==> src/design/isort_pkg.sv <==
// Shared types and constants for the insertion sorter.
// Depends on nothing; used by isort_cell and insertion_sorter_core.
`default_nettype none

package isort_pkg;

  // Default number of values one set may hold
  localparam int unsigned CAPACITY_DEF = 64;

  localparam int unsigned VALUE_W = 32;

  // One input transfer
  typedef struct packed {
    logic signed [VALUE_W-1:0] value;
    logic                      last;
  } in_item_t;

  // One result transfer
  typedef struct packed {
    logic signed [VALUE_W-1:0] sorted_value;
    logic                      last_res;
    logic                      overflow;
  } out_item_t;

  // Per-cell control from the core
  typedef struct packed {
    logic ins_en;     // insert the broadcast value this cycle
    logic shift_out;  // move every held value one cell toward cell 0
    logic occupied;   // this cell holds a value of the current set
    logic at_end;     // this cell is the first free one
  } cell_ctrl_t;

endpackage

`default_nettype wire

==> src/design/isort_cell.sv <==
// One compare-and-shift cell of the sorting chain.
// Depends on isort_pkg for the value width and the control struct.
`default_nettype none

module isort_cell (
  input  wire logic                                clk_i,
  input  wire isort_pkg::cell_ctrl_t               ctrl_i,
  input  wire logic signed [isort_pkg::VALUE_W-1:0] ins_value_i,
  input  wire logic signed [isort_pkg::VALUE_W-1:0] left_value_i,
  input  wire logic                                left_greater_i,
  input  wire logic signed [isort_pkg::VALUE_W-1:0] right_value_i,
  output      logic signed [isort_pkg::VALUE_W-1:0] value_o,
  output      logic                                greater_o
);
  import isort_pkg::*;

  logic signed [VALUE_W-1:0] val_q, val_d;
  logic                      greater;

  // Held value sorts after the incoming one; equal values keep arrival order
  assign greater = ctrl_i.occupied && (val_q > ins_value_i);

  // Pick the next held value: drain, shift right on insert, take new, or hold
  always_comb begin
    val_d = val_q;
    if (ctrl_i.shift_out) begin
      val_d = right_value_i;
    end else if (ctrl_i.ins_en) begin
      if (left_greater_i) begin
        val_d = left_value_i;
      end else if (greater || ctrl_i.at_end) begin
        val_d = ins_value_i;
      end
    end
  end

  always_ff @(posedge clk_i) begin
    val_q <= val_d;
  end

  assign value_o   = val_q;
  assign greater_o = greater;

endmodule

`default_nettype wire

==> config.mk <==
export PLATFORM = sky130hd
export DESIGN_NAME = isort_cell
export DESIGN_NICKNAME = d
export VERILOG_FILES = /design/src/design/isort_pkg.sv /design/src/design/isort_cell.sv
export SDC_FILE = /design/constraint.sdc
export NUM_CORES = 1
export LEC_CHECK = 0
export ABC_AREA = 0
export BUFFER_PORTS_ARGS = -buffer_cell sky130_fd_sc_hd__buf_4
export CORE_MARGIN = 2
export CORE_UTILIZATION = 45
export DETAILED_ROUTE_END_ITERATION = 10
export GPL_TIMING_DRIVEN = 0
export PLACE_DENSITY = 0.81
export SETUP_SLACK_MARGIN = 0.4
export SLEW_MARGIN = 10
export SYNTH_ARGS = -nofsm -noshare
export SYNTH_HDL_FRONTEND = slang
export SYNTH_SLANG_ARGS = --single-unit
==> constraint.sdc <==
create_clock -name clk_i -period 5 [get_ports clk_i]
set_input_delay 0.5 -clock clk_i [delete_from_list [all_inputs] [get_ports clk_i]]
set_output_delay 0.5 -clock clk_i [all_outputs]
set_load 0.02 [all_outputs]
==> summary.md, run 1 <==
| Metric | Value |
|---|---|
| Outcome | completed |
| Largest area contributor in the synthesized netlist | edfxtp_1 |
| Syn_nets | 393 |
| Final Hold Viols | 0 |
| CP top delay family | simple AND/OR/NAND/NOR gates |
| Post-CTS Resized | 0 |
| Core Area | 5172 um2 |
| 1st-iter DRT viols | 95 |
| Worst VDD drop | 157.0 uV |
| Tightest hold margin | 0.5006 ns |
| Internal power | 582.6 uW |
| Count leader, synth | nand2_1 |
| HP Start | right_value_i[31] |
| P_leak | 1.878 nW |
| I/O pins | 135 |
| GPL Wtd Cong | 0.7935 |
| Clock power share | 22.5% |
| Clock Latency Late Sink | 0.28 ns |
| Pwr/cell area | 233.6 nW/um2 |
| WL final | 7180 um |
| Clk root buf | clkbuf_8 |
| Hold_buf cts | 0 |
| Nets | 534 |
| Post-DR vias/cell | 5.206 |
| Clock Tree Buf Depth | 2 |
| Non-Filler Instances | 471 |
| WL/cell | 15.24 um |
| Worst reg2reg path depth | 8 |
| Max reg flops | 32 |
| # diodes | 0 |
| Min-Delay Path Depth | 3 |
| #FFs+latches synth | 32 |
| Number of port buffers | 132 |
| DP Cell Count | 463 |
| Yosys top cell area share | 39.12% |
| DRT antenna net count | 0 |
| Drt pass-1 iters | 4 |
| RSZ-0062 raised after global routing | false |
| DR DRC count | 0 |
| Share of cells above drive strength 1 | 36.66% |
| Worst slew pin tran | 0.6187 ns |
| Setup violators final | 0 |
| Logic pwr share | 36.6% |
| Pin count of the biggest net entering global routing | 14 |
| Crit path cell chain | ha_1 > nand4_1 > nor2_1 > a221o_1 > or3_1 > a21oi_2 > nor3_1 > buf_4 |
| Clock Sinks | 32 |
| First-pass GRT wire length | 11190 um |
| Slew HR | 58.75% |
| Sequential share of power | 40.9% |
| Fin crit share | 59.87% |
| FF-to-FF Start | value_o[14]$_DFFE_PP_ |
| Die area | 6065 um2 |
| Area growth, synth to finish | 48.96% |
| Number of fill cells | 422 |
| Sw frac | 31.83% |
| Syn avg cell area | 9.483 um2 |
| Number of synthesized flops with an enable pin | 32 |
| Final Skew | 0.005664 ns |
| Synth Flop Type | edfxtp_1 |
| Total grt overflow | 0 |
| Slowest CP cell | or3_1 |
| Row count | 26 |
| Setup bufs post-CTS | 0 |
| Worst path bufs/invs | 1 |
| Hold Path Class | in -> reg |
| Required @ worst endpoint | 4.50 ns |
| Slew Viols, Final | 0 |
| Clock period minus worst slack | 2.994 ns |
| Crit Path Max Fanout | 4 |
| Hold Path End | value_o[31]$_DFFE_PP_ |
| Area contributors post-synth | edfxtp_1 (39%), ha_1 (16%), mux2i_1 (13%) |
| Max incr delay on CP | 0.41 ns |
| Starting density of the core | 47.48% |
| WP data arrival | 2.49 ns |
| Post-synth top cells | nand2_1 (39), o21ai_1 (34), inv_1 (33) |
| Die height | 77.88 um |
| Maxcap violations | 0 |
| Gr usage total | 23.54% |
| H-tree depth | 2 |
| Number of global-route vias before repair | 2477 |
| CP Capture Type | output port |
| Final HPWL DP | 5899 um |
| Maximum clock frequency | 334.0 MHz |
| Synth unique cells | 28 |
| Post-synthesis sequential area ratio | 39.12% |
| Synth Instances | 259 |
| Ys async rst share | 0% |
| Total net switching power | 272.0 uW |
| Reg-to-Reg End | value_o[10]$_DFFE_PP_ |
| Crit path kind | reg -> out |
| Vias | 2452 |
| Startpoint Class | flop |
| Design area | 3659 um2 |
| Mapped Area | 2456 um2 |
| Synthesis Warnings | 0 |
| Reg2reg setup slack | 2.06 ns |
| Die Wd | 77.88 um |
| CTS tree | done |
| CTS Buf Count | 5 |
| Dpl cell area | 3578 um2 |
| CTS clk-pin slew, worst paths | 0.07 ns |
| Initial antenna violation count | 0 |
## worst register-to-register path, stage by stage, from the launching register on
cell       delay, ns
edfxtp_1        0.40
ha_1            0.36
nand4_1         0.19
a2111oi_0       0.40
or3_1           0.20
a21oi_2         0.09
o31ai_4         0.60
buf_8           0.24
buf_8           0.18
## cells in the final DEF (no fill, tap or decap), drive strengths merged, types with 2 or more instances in the layout
cell type	synthesis	routed
a21o	2	2
a21oi	14	14
buf	4	138
clkbuf	7	14
edfxtp	32	32
ha	32	32
inv	33	33
mux2i	32	32
nand2	39	39
nand3	4	4
nand4	8	8
nor2	3	3
nor3	2	2
nor4	3	3
o21ai	35	35
## how the worst max path moves through the flow
stage / from / endpoint / slack [ns] / cells after the start
after global routing: value_o[14]$_DFFE_PP_ / value_o[18]$_DFFE_PP_ / 1.78 / 8
after floorplan: value_o[14]$_DFFE_PP_ / value_o[0]$_DFFE_PP_ / 0.49 / 6
after global placement: ins_value_i[14] / value_o[15]$_DFFE_PP_ / -1.02 / 8
final: value_o[14]$_DFFE_PP_ / greater_o / 2.01 / 8
after detailed placement: ins_value_i[14] / value_o[11]$_DFFE_PP_ / 1.78 / 10
after CTS: value_o[14]$_DFFE_PP_ / greater_o / 1.99 / 8
## layout make-up
| cell class | instances | area, um2 | area share [%] |
|---|---|---|---|
| inverters | 33 | 123.9 | 3.386 |
| plain buffers | 11 | 45.04 | 1.231 |
| repair buffers | 134 | 1021 | 27.91 |
| multi-input cells | 183 | 1340 | 36.63 |
| flip-flops and latches | 32 | 960.9 | 26.27 |
| well taps | 70 | 87.58 | 2.394 |
| clock buffers | 7 | 76.32 | 2.086 |
| clock inverters | 1 | 3.754 | 0.1026 |
## layer usage
layer	wire [um]	up-vias	global-route usage [%]
met5	0	-	0
met2	3567	126	41.81
met3	629	11	6.512
met1	2880	1103	27.33
met4	103	0	7.321
li1	-	1212	-
## stage by stage
stage	utilization [%]	power, mW	setup TNS (ns)	setup slack [ns]
after floorplan	-	0.5149	0	0.4919
after global placement	68.34	0.6550	-32.50	-1.017
after detailed placement	69.18	0.6692	0	1.781
after CTS	70.73	0.8616	0	1.993
after global routing	70.73	0.9054	0	1.783
final	70.73	0.8546	0	2.006
## logic make-up after synthesis
family / count (synthesis) / share of synthesized area [%]
AO/OA/AOI/OAI: 58 / 13.45
flip-flops: 32 / 39.12
multiplexers: 32 / 13.04
adder cells (fa/ha/maj): 32 / 16.30
buffers and inverters: 44 / 6.877
AND/OR/NAND/NOR: 61 / 11.21
## power by group through the flow
stage,Combinational [mW],Clock (mW),Sequential (mW)
2_1_floorplan,0.123,0,0.392
3_3_place_gp,0.299,0,0.356
3_5_place_dp,0.314,0,0.356
4_1_cts,0.315,0.197,0.350
5_1_grt,0.341,0.211,0.353
6_report,0.313,0.192,0.350
(Power assumes the default switching activity.)
==> inputs of run 2 (changes only) <==
Settings changed: ABC_AREA 0 to 1, PLACE_DENSITY 0.81 to 0.8.
Clock period 5 ns to 2.95 ns, I/O delays scaled along.
==> summary.md, run 2 <==
| Metric | Value |
|---|---|
| Die height | 78.96 um (+1.4%) |
| Post-synth top cells | nand2_1 (69), inv_1 (42), edfxtp_1 (32), ha_1 (32), o21a_1 (31) |
| Slew HR | 52.06% (-6.7 points) |
| P_leak | 1.854 nW (-1.3%) |
| Clock Sinks | 32 (unchanged) |
| Synth Flop Type | edfxtp_1 |
| Hold_buf cts | 0 (unchanged) |
| Required @ worst endpoint | 2.65 ns (-1.85 ns) |
| Crit path kind | reg -> out |
| DR DRC count | 0 (unchanged) |
| Clock Latency Late Sink | 0.28 ns (about the same) |
| Drt pass-1 iters | 4 (unchanged) |
| CTS clk-pin slew, worst paths | 0.07 ns (about the same) |
| WL final | 7320 um (+1.9%) |
| CP Capture Type | output port |
| Count leader, synth | nand2_1 |
| Most frequent cells in the layout | buf_4 (133), nand2_1 (69), inv_1 (42), ha_1 (32), edfxtp_1 (32) |
| First-pass GRT wire length | 11760 um (+5.1%) |
| WP data arrival | 2.11 ns (-0.38 ns) |
| Tot Pwr | 1.444 mW (+69%) |
| Initial antenna violation count | 0 (unchanged) |
| Vias | 2649 (+8.0%) |
| I/O pins | 135 (unchanged) |
| Final HPWL DP | 5615 um (-4.8%) |
| DRT antenna net count | 0 (unchanged) |
| 1st-iter DRT viols | 84 (-12%) |
| Ys async rst share | 0% (unchanged) |
| Number of synthesized flops with an enable pin | 32 (unchanged) |
| Commonest non-fill, non-tap cell in the layout | buf_4 |
| Clock period minus worst slack | 2.410 ns |
| Pwr/cell area | 384.1 nW/um2 (+64%) |
| Outcome | completed |
| CTS Buf Count | 5 (unchanged) |
| Largest area contributor in the synthesized netlist | edfxtp_1 |
| Worst slew pin tran | 0.7136 ns (+0.09491 ns) |
| Total grt overflow | 0 (unchanged) |
| # diodes | 0 (unchanged) |
| Max reg flops | 32 (unchanged) |
| Slew Viols, Final | 0 (unchanged) |
| Area contributors post-synth | edfxtp_1 (38%), ha_1 (16%), nand2_1 (10%) |
| RSZ-0062 raised after global routing | false |
| Crit Path Max Fanout | 4 (unchanged) |
| Die area | 6235 um2 (+2.8%) |
| Synth Instances | 296 (+14%) |
| CTS tree | done |
| GPL Wtd Cong | 0.8751 (+10%) |
| Synth unique cells | 23 (-18%) |
| Syn_nets | 430 (+9.4%) |
| Maximum clock frequency | 415.0 MHz |
| Maxcap violations | 0 (unchanged) |
| Final Hold Viols | 0 (unchanged) |
| Core Area | 5473 um2 (+5.8%) |
| Worst VDD drop | 243.7 uV (+55%) |
| Pin count of the biggest net entering global routing | 17 (+3) |
| Starting density of the core | 46.20% (-1.3 points) |
| Syn avg cell area | 8.543 um2 (-9.9%) |
| Mapped Area | 2529 um2 (+3.0%) |
| Worst reg2reg path depth | 10 (+2) |
| DP Cell Count | 501 (+8.2%) |
| Nets | 573 (+7.3%) |
| Area growth, synth to finish | 48.64% |
| Non-Filler Instances | 511 (+8.5%) |
| Clk root buf | clkbuf_8 |
| Final setup TNS | 0 ns (unchanged) |
| Number of port buffers | 133 (+0.76%) |
| Startpoint Class | flop |
| Post-synthesis sequential area ratio | 38.00% (-1.1 points) |
| Clock Tree Buf Depth | 2 (unchanged) |
| #FFs+latches synth | 32 (unchanged) |
| WL/cell | 14.32 um (-6.0%) |
| Fin crit share | 81.69% |
| Die Wd | 78.96 um (+1.4%) |
| Hold Path Class | in -> reg |
| Gr usage total | 23.88% (+0.34 points) |
| Share of cells above drive strength 1 | 34.40% (-2.3 points) |
| Setup violators final | 0 (unchanged) |
| H-tree depth | 2 (unchanged) |
| Synthesis Warnings | 0 (unchanged) |
| Min-Delay Path Depth | 2 (-1) |
| Yosys top cell area share | 38.00% (-1.1 points) |
| Number of global-route vias before repair | 2654 (+7.1%) |
| Post-DR vias/cell | 5.184 (-0.42%) |
| Row count | 27 (+3.8%) |
| Final Skew | 0.009146 ns (+0.003483 ns) |
-- run 2: worst max-delay path, stage by stage (launching register included) --
cell and delay [ns]:
edfxtp_1 0.40, ha_1 0.34, a21oi_1 0.18, o21a_1 0.14
nand2_1 0.06, a21oi_1 0.17, nand2_1 0.08, nand2_1 0.07
nand3_2 0.14, inv_1 0.10, buf_4 0.14
-- run 2: path summary, 6_finish.rpt --
| kind | startpoint | to | slack, ns |
|---|---|---|---|
| setup / recovery | value_o[31]$_DFFE_PP_ | greater_o | 0.54 |
| hold / removal | right_value_i[3] | value_o[3]$_DFFE_PP_ | 0.28 |
| setup reg to reg | value_o[31]$_DFFE_PP_ | value_o[11]$_DFFE_PP_ | 0.70 |
| hold reg to reg | value_o[31]$_DFFE_PP_ | value_o[16]$_DFFE_PP_ | 1.24 |
-- run 2: metrics by stage --
stage	util (%)	setup slack, ns	hold WS (ns)	instance area, um2
finish	68.68	0.5401	0.2788	3759
global placement	66.23	0.1449	0.5675	3625
global route	68.68	0.4317	0.2740	3759
CTS	67.95	0.4528	0.2719	3719
floorplan	-	0.4672	0.4811	2536
detailed placement	66.23	0.1170	0.5697	3625
-- run 2: layout make-up --
class                      count  area (um2)
fill                         468        1714
multi-input combinational    208        1375
timing repair buffer         135        1039
sequential                    32       960.9
inverter                      44       165.2
tap                           72       90.09
clock buffer                   6       72.57
buffer                        13       51.30
clock inverter                 1       5.005
-- run 2: kinds of logic after synthesis --
group | count (synthesis) | share of synthesized area (%)
AOI/OAI and AO/OA | 85 | 23.11
buffers and inverters | 57 | 8.560
DFF | 32 | 38.00
and+or+nand+nor | 90 | 14.50
adders and majority gates | 32 | 15.83
-- run 2: metal layers --
layer | wire length, um | vias up | track usage (%)
li1 | - | 1307 | -
met1 | 2849 | 1226 | 27.40
met2 | 3765 | 103 | 44.58
met3 | 559 | 13 | 4.091
met4 | 146 | 0 | 7.931
met5 | 0 | - | 0
-- run 2: report_power, final --
group	switching [mW]	internal, mW	leakage (nW)
registers	0.0263	0.560	0.319
clock network	0.167	0.161	0.0410
logic	0.270	0.259	1.49
total	0.464	0.980	1.85
-- run 2: what timing repair did --
action | 4_1_cts | 5_1_grt
buffers inserted | 0 | 2
hold endpoints to repair | 0 | 0
pin swaps | 1 | 2
cloned | 1 | 0
gates resized for setup | 1 | 0
endpoints found under the setup margin | 32 | 32
